### src/rtl/spsq_pkg.sv
// Package for the stepper position sequencer: widths, item types, register codes, coil tables.
package spsq_pkg;

	// Width of the internal position and goal registers (8 to 32).
	localparam int unsigned POSITION_WIDTH = 16;
	// Field widths fixed by the item formats.
	localparam int unsigned FIELD_WIDTH    = 16;
	localparam int unsigned INTERVAL_WIDTH = 8;
	localparam int unsigned COIL_WIDTH     = 4;
	localparam int unsigned CFG_IDX_WIDTH  = 2;
	localparam int unsigned CFG_DATA_WIDTH = 16;
	// Width at which the target is clamped against the limit register.
	localparam int unsigned CLAMP_WIDTH =
		(POSITION_WIDTH > FIELD_WIDTH) ? POSITION_WIDTH : FIELD_WIDTH;

	localparam logic [FIELD_WIDTH-1:0]    MAX_POSITION_RST  = 16'd4095;
	localparam logic [INTERVAL_WIDTH-1:0] STEP_INTERVAL_RST = 8'd2;
	localparam logic                      HALF_STEP_RST     = 1'b1;

	typedef enum logic [CFG_IDX_WIDTH-1:0] {
		CFG_HALF_STEP_MODE = 2'd0,
		CFG_MAX_POSITION   = 2'd1,
		CFG_STEP_INTERVAL  = 2'd2
	} cfg_reg_t;

	typedef enum logic {
		CMD_MOVE = 1'b0,
		CMD_TICK = 1'b1
	} cmd_code_t;

	typedef struct packed {
		logic                   cmd;
		logic [FIELD_WIDTH-1:0] target_position;
	} cmd_item_t;

	typedef struct packed {
		logic [COIL_WIDTH-1:0]  coil_pattern;
		logic [FIELD_WIDTH-1:0] current_position;
		logic                   busy_res;
	} res_item_t;

	typedef logic [COIL_WIDTH-1:0] coil_t;

	localparam coil_t FULL_TAB [4] = '{4'h3, 4'h6, 4'hC, 4'h9};
	localparam coil_t HALF_TAB [8] = '{4'h1, 4'h3, 4'h2, 4'h6, 4'h4, 4'hC, 4'h8, 4'h9};

	// Coil pattern for a step that uses the given phase (low three bits).
	function automatic coil_t coil_for(input logic [2:0] phase, input logic half_mode);
		coil_t pat;
		if (half_mode) begin
			pat = HALF_TAB[~phase];
		end else begin
			pat = FULL_TAB[phase[1:0]];
		end
		return pat;
	endfunction

endpackage

### src/rtl/stepper_position_sequencer_unit.sv
// Top level of the four-coil stepper position sequencer.
//
// Usage:
//  - cmd channel (cmd_valid / cmd_stall / cmd_item): each item is either a move to
//    target_position (clamped to max_position) or one time tick.
//  - res channel (res_valid / res_stall / res_item): exactly one result item per
//    command item, in order: coil pattern, position after the item, busy flag.
//  - cfg channel (cfg_valid / cfg_ready / cfg_index / cfg_data): register writes,
//    always ready; write only while no items are in flight.
// An accepted item sits in the input register, passes the update logic and is
// loaded into the result register when the pipe moves on. Throughput is one
// item per cycle while the receiver does not stall; the state update is a
// single compare, increment or decrement and a table lookup.
// While the receiver stalls with a result waiting, the input register holds and
// cmd_stall is raised once it is full; nothing is dropped or repeated.
// Reset clears position, goal, hold count, busy and coils (all coils off) and
// loads the registers with half step mode, limit 4095 and interval 2.
module stepper_position_sequencer_unit
	import spsq_pkg::*;
(
	input  logic                      clk,
	input  logic                      arst_n,
	// command items
	input  logic                      cmd_valid,
	output logic                      cmd_stall,
	input  cmd_item_t                 cmd_item,
	// result items
	output logic                      res_valid,
	input  logic                      res_stall,
	output res_item_t                 res_item,
	// configuration writes
	input  logic                      cfg_valid,
	output logic                      cfg_ready,
	input  logic [CFG_IDX_WIDTH-1:0]  cfg_index,
	input  logic [CFG_DATA_WIDTH-1:0] cfg_data
);

	typedef logic [POSITION_WIDTH-1:0] pos_t;

	// configuration registers
	logic                      half_mode_q;
	logic [FIELD_WIDTH-1:0]    max_pos_q;
	logic [INTERVAL_WIDTH-1:0] interval_q;

	// sequencer state
	pos_t                      pos_q;
	pos_t                      goal_q;
	logic [INTERVAL_WIDTH-1:0] hold_q;
	logic                      moving_q;
	coil_t                     coils_q;

	// input stage
	logic      item_valid_s1;
	cmd_item_t item_s1;

	// result register
	logic      res_valid_q;
	res_item_t res_q;

	logic advance;
	logic take_item;

	// next state
	pos_t                      pos_d;
	pos_t                      goal_d;
	logic [INTERVAL_WIDTH-1:0] hold_d;
	logic                      moving_d;
	coil_t                     coils_d;

	// helpers
	logic [CLAMP_WIDTH-1:0]    tgt_w;
	logic [CLAMP_WIDTH-1:0]    max_w;
	pos_t                      goal_new;
	pos_t                      goal_eff;
	logic [INTERVAL_WIDTH-1:0] hold_dec;
	logic [INTERVAL_WIDTH-1:0] hold_load;
	logic                      do_step;
	logic                      do_halt;
	logic                      step_up;
	pos_t                      pos_dn;
	logic [2:0]                phase;

	// ---- handshakes ----
	// The pipe moves on whenever the result register is free or being emptied.
	assign advance   = !res_valid_q || !res_stall;
	assign cmd_stall = item_valid_s1 && !advance;
	assign take_item = item_valid_s1 && advance;
	assign res_valid = res_valid_q;
	assign res_item  = res_q;
	assign cfg_ready = 1'b1;

	// ---- configuration ----
	always_ff @(posedge clk or negedge arst_n) begin
		if (!arst_n) begin
			half_mode_q <= HALF_STEP_RST;
			max_pos_q   <= MAX_POSITION_RST;
			interval_q  <= STEP_INTERVAL_RST;
		end else if (cfg_valid && cfg_ready) begin
			case (cfg_reg_t'(cfg_index))
				CFG_HALF_STEP_MODE: half_mode_q <= cfg_data[0];
				CFG_MAX_POSITION:   max_pos_q   <= cfg_data[FIELD_WIDTH-1:0];
				CFG_STEP_INTERVAL:  interval_q  <= cfg_data[INTERVAL_WIDTH-1:0];
				default: ; // unused index, write is dropped
			endcase
		end
	end

	// ---- input register ----
	always_ff @(posedge clk or negedge arst_n) begin
		if (!arst_n) begin
			item_valid_s1 <= 1'b0;
		end else if (!cmd_stall) begin
			item_valid_s1 <= cmd_valid;
		end
	end

	always_ff @(posedge clk) begin
		if (cmd_valid && !cmd_stall) begin
			item_s1 <= cmd_item;
		end
	end

	// ---- update logic ----
	// Target is first cut to the position width, then clamped to the limit.
	assign tgt_w    = CLAMP_WIDTH'(pos_t'(item_s1.target_position));
	assign max_w    = CLAMP_WIDTH'(max_pos_q);
	assign goal_new = (tgt_w > max_w) ? pos_t'(max_w) : pos_t'(tgt_w);

	assign hold_dec  = (hold_q == '0) ? '0 : hold_q - 1'b1;
	// a zero interval is held as one tick
	assign hold_load = (interval_q == '0) ? INTERVAL_WIDTH'(1) : interval_q;

	always_comb begin
		goal_eff = goal_q;
		do_step  = 1'b0;
		do_halt  = 1'b0;
		hold_d   = hold_q;
		case (cmd_code_t'(item_s1.cmd))
			CMD_MOVE: begin
				goal_eff = goal_new;
				if (goal_new == pos_q) begin
					do_halt = 1'b1;
				end else if (!moving_q) begin
					do_step = 1'b1;
				end
			end
			CMD_TICK: begin
				if (moving_q) begin
					hold_d = hold_dec;
					if (hold_dec == '0) begin
						if (pos_q == goal_q) begin
							do_halt = 1'b1;
						end else begin
							do_step = 1'b1;
						end
					end
				end
			end
			default: ;
		endcase
	end

	// Step between p and p+1 uses phase p, whichever way it goes.
	assign step_up = goal_eff > pos_q;
	assign pos_dn  = pos_q - 1'b1;
	assign phase   = step_up ? pos_q[2:0] : pos_dn[2:0];

	always_comb begin
		goal_d   = goal_eff;
		pos_d    = pos_q;
		moving_d = moving_q;
		coils_d  = coils_q;
		if (do_halt) begin
			coils_d  = '0;
			moving_d = 1'b0;
		end else if (do_step) begin
			pos_d    = step_up ? pos_q + 1'b1 : pos_dn;
			coils_d  = coil_for(phase, half_mode_q);
			moving_d = 1'b1;
		end
	end

	// hold count is split out so each branch reads cleanly
	logic [INTERVAL_WIDTH-1:0] hold_n;
	always_comb begin
		if (do_halt) begin
			hold_n = '0;
		end else if (do_step) begin
			hold_n = hold_load;
		end else begin
			hold_n = hold_d;
		end
	end

	// ---- state and result registers ----
	always_ff @(posedge clk or negedge arst_n) begin
		if (!arst_n) begin
			pos_q    <= '0;
			goal_q   <= '0;
			hold_q   <= '0;
			moving_q <= 1'b0;
			coils_q  <= '0;
		end else if (take_item) begin
			pos_q    <= pos_d;
			goal_q   <= goal_d;
			hold_q   <= hold_n;
			moving_q <= moving_d;
			coils_q  <= coils_d;
		end
	end

	always_ff @(posedge clk or negedge arst_n) begin
		if (!arst_n) begin
			res_valid_q <= 1'b0;
		end else if (advance) begin
			res_valid_q <= item_valid_s1;
		end
	end

	always_ff @(posedge clk) begin
		if (take_item) begin
			res_q.coil_pattern     <= coils_d;
			res_q.current_position <= FIELD_WIDTH'(pos_d);
			res_q.busy_res         <= moving_d;
		end
	end

endmodule
### config.mk
export PLATFORM = sky130hd
export DESIGN_NAME = stepper_position_sequencer_unit
export DESIGN_NICKNAME = d
export VERILOG_FILES = /design/src/rtl/spsq_pkg.sv /design/src/rtl/stepper_position_sequencer_unit.sv
export SDC_FILE = /design/constraint.sdc
export NUM_CORES = 1
export LEC_CHECK = 0
export ABC_CLOCK_PERIOD_IN_PS = 6600
export BUFFER_PORTS_ARGS = -buffer_cell sky130_fd_sc_hd__buf_2
export CAP_MARGIN = 20
export CORE_MARGIN = 3
export CORE_UTILIZATION = 30
export DETAILED_ROUTE_END_ITERATION = 10
export HOLD_SLACK_MARGIN = 0.06
export PLACE_DENSITY_LB_ADDON = 0.3
export SLEW_MARGIN = 10
export SYNTH_ARGS = -nofsm -noshare
export SYNTH_HDL_FRONTEND = slang
export SYNTH_SLANG_ARGS = --single-unit
### constraint.sdc
create_clock -name clk -period 6.6 [get_ports clk]
set_input_delay 0.66 -clock clk [delete_from_list [all_inputs] [get_ports clk]]
set_output_delay 0.66 -clock clk [all_outputs]
set_load 0.01 [all_outputs]
==> results.env, run 1 <==
STATUS='finished clean'
DRT_PRE_ANTENNA_ITERS=5
TIMING.FINAL.CRIT_PERIOD_NS=5.37
AREA.SEQUENTIAL_MM2=0.00296
YS.FLOP_TYPE='dfrtp_1'
CTS.SINKS=110
LEAKAGE_nW=3.05
TIGHTEST_SLEW_NS=0.999
HTREE_LEVELS=3
WORST_EP_ARRIVAL_TIME_NS=5.47
SYNTH_AREA_MM2=0.00686
CRIT_PATH_END_KIND='flip-flop'
CELL_TAKING_THE_MOST_AREA_AFTER_SYNTHESIS='dfrtp_1'
SYNTH_EDF_COUNT=38
REQ_TIME_CRIT_PATH_NS=6.69
PLACEMENT_ROWS=54
PLACEMENT.IO_BUFFERS=62
ROUTE.FINAL.WIRE_LENGTH_UM=17300
FINALCLOCKSKEW_NS=0.00949
SLOWEST_STAGE='nor2_4'
MAX-CAP-VIOLATIONS=0
DIE-HEIGHT_UM=157
CTS_REPAIR_RESIZE_COUNT=0
CTS_MAX_PATH_BUFFERS=2
INSERTED_DIODES=0
UNREPAIRED_SETUP_ENDPOINTS_AFTER_GLOBAL_ROUTING='false'
FINAL-SETUP-VIOL-COUNT=0
POSTSYNTHREGISTERBITS=110
POST-ROUTE-CELL-AREA_MM2=0.00773
VDD_IR_DROP_MAX_V=0.000176
TOTAL_COUNT_OF_MAX_TRANSITION_VIOLATIONS_IN_THE_FINAL_REPORT=0
FMAX_GHz=0.186
NUM_IO_PINS=64
LAYOUT-DRIVE-GT1-SHARE=0.224
TOTAL_POWER_mW=2.37
AVGSYNTHCELLAREA_UM2=10.3
CPMOSTUSEDCELL='ha_1'
SETUP-TNS-FINAL_NS=0
REG2REG_TO='res_item[17]$_DFFE_PP_'
GRT.TOTAL_USAGE=0.143
GP_CONGESTION=0.862
GRT_PASS1_VIAS=4888
GRT_ANTENNA_BEFORE_REPAIR=0
POSTCTSSETUPREPAIRBUFS=0
WORSTREGTOREGCELLS=18
CRIT_PATH_CELL_TRACE='ha_1 -> nand4_1 -> nor4_2 -> o21ai_1 -> o211a_1 -> nor2_4 -> mux2i_1 -> o21ai_0 -> ha_1 -> a2111o_1 -> o311ai_2 -> a21oi_2 -> buf_4 -> mux2_2 -> ha_1 -> mux2_2 -> o21ai_0 -> a21oi_1'
POSTSYNTHCELLCOUNT=669
PLACEABLECOREAREA_MM2=0.0222
YS_SEQ_AREA_FRAC=0.432
ROUTEDWLPERCELL_UM=17.3
FINAL_MIN_PERIOD_OVER_CLOCK_PERIOD=0.814
PLACED_AREA_MM2=0.00742
FILLERINSTANCES=2237
YOSYS.AREA.TOP_TYPE_SHARE=0.212
ROOT_BUFFER='clkbuf_16'
GRT_PASS1_WL_UM=27500
WORST_SKEW_PAIR.LATE_LATENCY_NS=0.36
MULTI_INPUT_COMB_AREA_MM2=0.00358
VIAS=5031
SETUP.REG_TO_REG.WORST_SLACK_NS=1.23
SETUP.WORST_PATH.START='tgt_w[14]$_DFFE_PP_'
FINAL_CORE_UTILIZATION=0.349
FINALNETCOUNT=793
HOLD_VIOL_FINAL=0
TOTAL_NETS_AFTER_SYNTHESIS=747
POWERDENSITY_mW_PER_MM2=306
START_KIND='flip-flop'
DETAILEDROUTE.FIRSTITERATIONVIOLATIONS=392
DIE_WIDTH_UM=157
CTS_BUFFERS=9
YOSYS-TOP-CELLS-AREA='dfrtp_1 21%, edfxtp_1 17%, ha_1 6.9%, mux2_2 6.9%, dfstp_2 5.4%'
WORST_HOLD_PATH_TYPE='primary input to async pin'
PATH_CLASS='flip-flop to flip-flop'
GRT.OVERFLOW.TOTAL=0
LAYOUT.CELLS.MOST_COMMON='buf_2'
REGTOREGSTARTPOINT='tgt_w[14]$_DFFE_PP_'
CRIT_FAMILY='compound AO/OA/AOI/OAI gates'
AREA_OF_THE_DIE_MM2=0.0247
TIMING.CRITICAL_PATH.SLOWEST_CELL_DELAY_NS=0.49
ASYNC_S_R_FF_SHARE_SYNTH=0.655
TOP_LIBRARY_CELLS_BY_USAGE_IN_THE_LAYOUT_FILL_AND_TAPS_ASIDE='61 x buf_2, 58 x dfrtp_1, 45 x nand2_1, 42 x mux2_2'
DETAILEDPLACEMENTHPWL_UM=13100
DRT-VIAS-PER-INSTANCE=5.03
STARTING_UTILIZATION_OF_THE_CORE_AREA=0.309
SYNTH-WARNING-COUNT=0
AREAGROWTHSYNTHTOFINISH_PCT=12.7
WORSTPATHMAXFANOUT=17
RELSLEWSLACK=0.332
CRITICAL_PATH_BUF_INV_COUNT=1
DRC_ERRORS=0
CTS_TREE='built'
CTS_HOLD_BUFFERS=0
CTS.CLK_SLEW.WORST_PATHS_NS=0.07
SYNTH.LIB_CELLS_USED.DISTINCT=72
GRT_MAX_DEGREE=55
ROUTE.ANTENNA.REMAINING_NETS=0
how the worst max path moves through the flow:
stage                                   endpoint  slack, ns  cells after the start
final                     res_item[17]$_DFFE_PP_       1.23                     18
after global placement    res_item[17]$_DFFE_PP_       1.39                     18
after detailed placement  res_item[17]$_DFFE_PP_       1.26                     18
after floorplan           res_item[17]$_DFFE_PP_       1.94                     20
after CTS                 res_item[17]$_DFFE_PP_       1.23                     18
after global routing      res_item[17]$_DFFE_PP_       0.77                     18
layout make-up:
cell class | count | area share
clock buffer | 9 | 0.0291
clock inverter | 7 | 0.0104
timing repair buffer | 68 | 0.0463
inverter | 47 | 0.0228
multi-input combinational | 479 | 0.463
sequential | 110 | 0.383
tap | 280 | 0.0453
state kept, by name, indices dropped and copies added (netlist names):
register,count
max_pos_q,16
hold_q,8
pos_q,16
res_valid,1
moving_q,1
coils_q,4
half_mode_q,1
goal_q,16
res_item,21
item_s1,1
item_valid_s1,1
tgt_w,16
interval_q,8
metrics by stage:
stage | setup WS (ns) | instances | hold slack (ns)
after floorplan | 1.94 | 669 | 0.364
after global placement | 1.39 | 984 | 0.480
after detailed placement | 1.26 | 984 | 0.478
after CTS | 1.23 | 1000 | 0.188
after global routing | 0.770 | 1000 | 0.191
final | 1.23 | 1000 | 0.185
routing by layer:
| layer | routed length, µm | GRT usage | vias to the layer above |
|---|---|---|---|
| met4 | 227 | 0.0335 | 0 |
| met3 | 724 | 0.0291 | 13 |
| li1 | - | - | 2498 |
| met1 | 8990 | 0.218 | 2405 |
| met5 | 0 | 0 | - |
| met2 | 7330 | 0.209 | 115 |
cells in the mapped netlist (3+ instances only):
| cell | instances |
|---|---|
| nand2b_1 | 5 |
| mux2_2 | 42 |
| nor4_1 | 11 |
| xnor2_1 | 40 |
| o2bb2ai_1 | 5 |
| inv_2 | 5 |
| o211ai_1 | 3 |
| or4_1 | 3 |
| and2_1 | 4 |
| nor3_1 | 28 |
| clkbuf_1 | 17 |
| nand3_1 | 17 |
| nor2_1 | 28 |
| dfstp_2 | 14 |
| nor3b_1 | 11 |
| a22oi_1 | 5 |
| o31ai_1 | 4 |
| a22o_1 | 4 |
| buf_2 | 8 |
| ha_1 | 38 |
| xor2_1 | 35 |
| o21ai_1 | 10 |
| o311ai_1 | 3 |
| edfxtp_1 | 38 |
| inv_1 | 41 |
| a211oi_1 | 6 |
| dfrtp_1 | 58 |
| mux2i_1 | 15 |
| a21oi_1 | 30 |
| a31oi_1 | 3 |
| o21a_1 | 5 |
| nand3b_1 | 3 |
| nor2_2 | 3 |
| nand2_1 | 45 |
| o21ai_0 | 24 |
| nand4_1 | 11 |
worst reg2reg max path, delay by kind of cell, from the launching register on:
family / cells / cell delay [ns]
mux: 3 / 0.86
simple gates: 3 / 1.04
flops: 1 / 0.44
compound gates: 8 / 1.70
fa+ha+maj: 3 / 0.87
buf+inv: 1 / 0.21
power by group:
| group | total (mW) | internal [mW] | switching, mW | leakage (nW) |
|---|---|---|---|---|
| registers | 1.02 | 0.861 | 0.156 | 1.13 |
| logic | 0.777 | 0.351 | 0.426 | 1.78 |
| clock network | 0.571 | 0.300 | 0.271 | 0.148 |
cell families after synthesis:
group	Yosys count	synth area share
compound gates	126	0.124
buf+inv	80	0.0489
fa+ha+maj	38	0.0693
mux	58	0.0925
flops	110	0.432
other cells	1	0.000547
simple gates	181	0.138
xor+xnor	75	0.0958
Note: power is estimated with default switching activity, not from simulation.
==> run 2: changes to the inputs <==
ABC_CLOCK_PERIOD_IN_PS = 4600   (was 6600)
clock period = 4.6 ns   (was 6.6 ns; I/O delays follow)
==> run 2 against run 1 <==
Net effect:
- the flow now finishes with violations (setup timing)
- maximum frequency is 16% higher
- routed wire length up 2.4%
- non-clock buffer count grew 65
- first-iteration DRC count decreased by 31%
- global-route usage grew 0.38 points
- die area did not move
- via count is 5.6% higher
- design area rose by 11%
- largest cell class unchanged
- largest power group is now combinational cells
==> results.env, run 2 (synthesized netlist as in run 1, its figures left out) <==
POWER.COMBINATIONAL.FRACTION=0.402  # was 0.328
CTS_BUFFERS=9  # unchanged
GRT.TOTAL_USAGE=0.147  # was 0.143
P_CLK_FRAC=0.219  # was 0.242
REQ_TIME_CRIT_PATH_NS=4.69  # was 6.69 ns
PLACEMENT_ROWS=54  # unchanged
WORSTREGTOREGCELLS=19  # was 18
LEAKAGE_nW=3.44  # was 3.05 nW
FINALNETCOUNT=858  # was 793
CTS_MAX_PATH_BUFFERS=2  # unchanged
START_KIND='flip-flop'  # unchanged
GP_CONGESTION=0.832  # was 0.862
INSERTED_DIODES=0  # unchanged
STATUS='complete, but fails checks'  # was finished clean
DRT-VIAS-PER-INSTANCE=4.99  # was 5.03
HOLD_VIOL_FINAL=0  # unchanged
HTREE_LEVELS=3  # unchanged
FINAL_MIN_PERIOD_OVER_CLOCK_PERIOD=1.00  # was 0.814
NET_SW_FRAC=0.358  # was 0.361
GRT_PASS1_VIAS=5186  # was 4,888
DIE-HEIGHT_UM=157  # unchanged
LARGEST_REGISTER_FFS=21  # unchanged
STARTING_UTILIZATION_OF_THE_CORE_AREA=0.309  # unchanged
HOLDWS_NS=0.275  # was 0.185 ns
MAX-CAP-VIOLATIONS=0  # unchanged
ROUTEDWLPERCELL_UM=16.6  # was 17.3 µm
WORST_EP_ARRIVAL_TIME_NS=4.71  # was 5.47 ns
LAYOUT-DRIVE-GT1-SHARE=0.344  # was 0.224
DRC_ERRORS=0  # unchanged
UNREPAIRED_SETUP_ENDPOINTS_AFTER_GLOBAL_ROUTING='true'  # was false
RELSLEWSLACK=0.382  # was 0.332
ROOT_BUFFER='clkbuf_16'  # unchanged
CTS.SINKS=110  # unchanged
PLACEMENT.IO_BUFFERS=62  # unchanged
GRT_MAX_DEGREE=73  # was 55
TOP_LIBRARY_CELLS_BY_USAGE_IN_THE_LAYOUT_FILL_AND_TAPS_ASIDE='66 x buf_4, 61 x buf_2, 58 x dfrtp_1, 42 x nand2_1, 40 x mux2_2'  # was 61 x buf_2, 58 x dfrtp_1, 45 x nand2_1, 42 x mux2_2
DRT_PRE_ANTENNA_ITERS=4  # was 5
FILLERINSTANCES=2201  # was 2,237
VIAS=5311  # was 5,031
POST-ROUTE-CELL-AREA_MM2=0.00861  # was 0.00773 mm²
DETAILEDROUTE.FIRSTITERATIONVIOLATIONS=272  # was 392
PLACED_AREA_MM2=0.00787  # was 0.00742 mm²
DETAILEDPLACEMENTHPWL_UM=13300  # was 13,100 µm
GRT_ANTENNA_BEFORE_REPAIR=0  # unchanged
TIGHTEST_SLEW_NS=0.925  # was 0.999 ns
FINAL-SETUP-VIOL-COUNT=1  # was 0
HOLD-PATH-CELL-COUNT=1
PLACEABLECOREAREA_MM2=0.0222  # unchanged
SHARE_SEQ_OF_TOTAL_POWER=0.380  # was 0.430
AREA.SEQUENTIAL_MM2=0.00296  # unchanged
WORSTPATHMAXFANOUT=6  # was 17
SWITCHINGPOWER_mW=1.34  # was 0.854 mW
NUM_IO_PINS=64  # unchanged
FMAX_GHz=0.217  # was 0.186 GHz
FIN_WS_NS=-0.0165  # was 1.23 ns
AREA_OF_THE_DIE_MM2=0.0247  # unchanged
SETUP-TNS-FINAL_NS=-0.0165  # was 0 ns
WORST_SKEW_PAIR.LATE_LATENCY_NS=0.36  # about the same
FINALCLOCKSKEW_NS=0.00827  # was 0.00949 ns
GRT_PASS1_WL_UM=28400  # was 27,500 µm
DIE_WIDTH_UM=157  # unchanged
VDD_IR_DROP_MAX_V=0.000232  # was 0.000176 V
VIOLATED_CHECKS='setup timing'
POWER_INTERNAL_mW=2.41  # was 1.51 mW
MULTI_INPUT_COMB_AREA_MM2=0.00391  # was 0.00358 mm²
LAYOUT.CELLS.MOST_COMMON='buf_4'  # was buf_2
PATH_CLASS='flip-flop to flip-flop'  # unchanged
TOTAL_COUNT_OF_MAX_TRANSITION_VIOLATIONS_IN_THE_FINAL_REPORT=0  # unchanged
CTS_TREE='built'  # unchanged
GRT.OVERFLOW.TOTAL=0  # unchanged
ROUTE.ANTENNA.REMAINING_NETS=0  # unchanged
CTS.CLK_SLEW.WORST_PATHS_NS=0.07  # about the same
TIMING.FINAL.CRIT_PERIOD_NS=4.62  # was 5.37 ns
WORST_HOLD_PATH_TYPE='primary input to flip-flop'  # was primary input to async pin
CRIT_PATH_END_KIND='flip-flop'  # unchanged
ROUTE.FINAL.WIRE_LENGTH_UM=17700  # was 17,300 µm
AREAGROWTHSYNTHTOFINISH_PCT=25.5  # was 12.7%
POWERDENSITY_mW_PER_MM2=436  # was 306 mW/mm²
-- run 2: cell count changes in the layout (fill, tap and decap cells not counted), sizes merged --
cell / previous run / this run
buf: 68 / 132
clkinvlp: 1 / 0
clkbuf: 9 / 10
dlygate4sd3: 0 / 1
-- run 2: cell type report --
| cell class | count | share of cell area |
|---|---|---|
| clock buffers | 10 | 0.0266 |
| well taps | 280 | 0.0407 |
| inverters | 47 | 0.0205 |
| multi-input cells | 479 | 0.455 |
| clock inverters | 6 | 0.00887 |
| flip-flops and latches | 110 | 0.344 |
| repair buffers | 133 | 0.105 |
-- run 2: final timing paths --
kind | from | slack, ns | end
setup / recovery | tgt_w[13]$_DFFE_PP_ | -0.02 | res_item[17]$_DFFE_PP_
hold / removal | cmd_item[10] | 0.28 | tgt_w[10]$_DFFE_PP_
setup reg to reg | tgt_w[13]$_DFFE_PP_ | -0.02 | res_item[17]$_DFFE_PP_
hold reg to reg | coils_q[0]$_DFFE_PN0P_ | 0.50 | coils_q[0]$_DFFE_PN0P_
max in group asynchronous | arst_n | 3.41 | interval_q[1]$_DFFE_PN1P_
min in group asynchronous | arst_n | 0.55 | pos_q[14]$_DFFE_PN0P_
-- run 2: power groups by stage --
stage	combinational (mW)	sequential [mW]	clock, mW
2_1_floorplan	0.865	1.40	0
3_3_place_gp	1.30	1.43	0
3_5_place_dp	1.31	1.44	0
4_1_cts	1.41	1.42	0.849
5_1_grt	1.68	1.46	0.893
6_report	1.51	1.42	0.822
-- run 2: critical path, stage by stage, from the launching register on --
cell and delay (ns):
edfxtp_1 0.46, ha_4 0.31, nand4_1 0.15, nor4_4 0.34, o21ai_1 0.14, o211a_1 0.17
nor2_4 0.22, buf_12 0.16, mux2i_1 0.23, o21ai_1 0.11, ha_1 0.33, nand4_1 0.18
nor2_4 0.18, o311ai_4 0.14, a21oi_2 0.22, mux2_4 0.35, ha_4 0.17, mux2_4 0.27
o21ai_4 0.15, a21oi_1 0.08
-- run 2: metrics by stage --
stage | worst slack (ns) | util | cells | power (mW)
2_1_floorplan | 0.0219 | - | 669 | 2.27
3_3_place_gp | -0.142 | 0.355 | 1040 | 2.73
3_5_place_dp | -0.290 | 0.355 | 1040 | 2.75
4_1_cts | -0.0171 | 0.377 | 1059 | 3.68
5_1_grt | -0.221 | 0.388 | 1065 | 4.03
6_report | -0.0165 | 0.388 | 1065 | 3.75
-- run 2: metal layers --
layer  share of wire  vias up  track usage
met1            0.52     2543        0.223
met3           0.043       21       0.0258
met4           0.016        0       0.0380
met2            0.43      120        0.216
li1                -     2627            -
met5               0        -            0
-- run 2: repair_timing --
item,CTS,global route
pin swaps,21,13
gates resized for setup,37,37
setup buffers,3,4
hold buffers,0,1
endpoints found under the setup margin,25,35
endpoints found under the hold margin,0,21
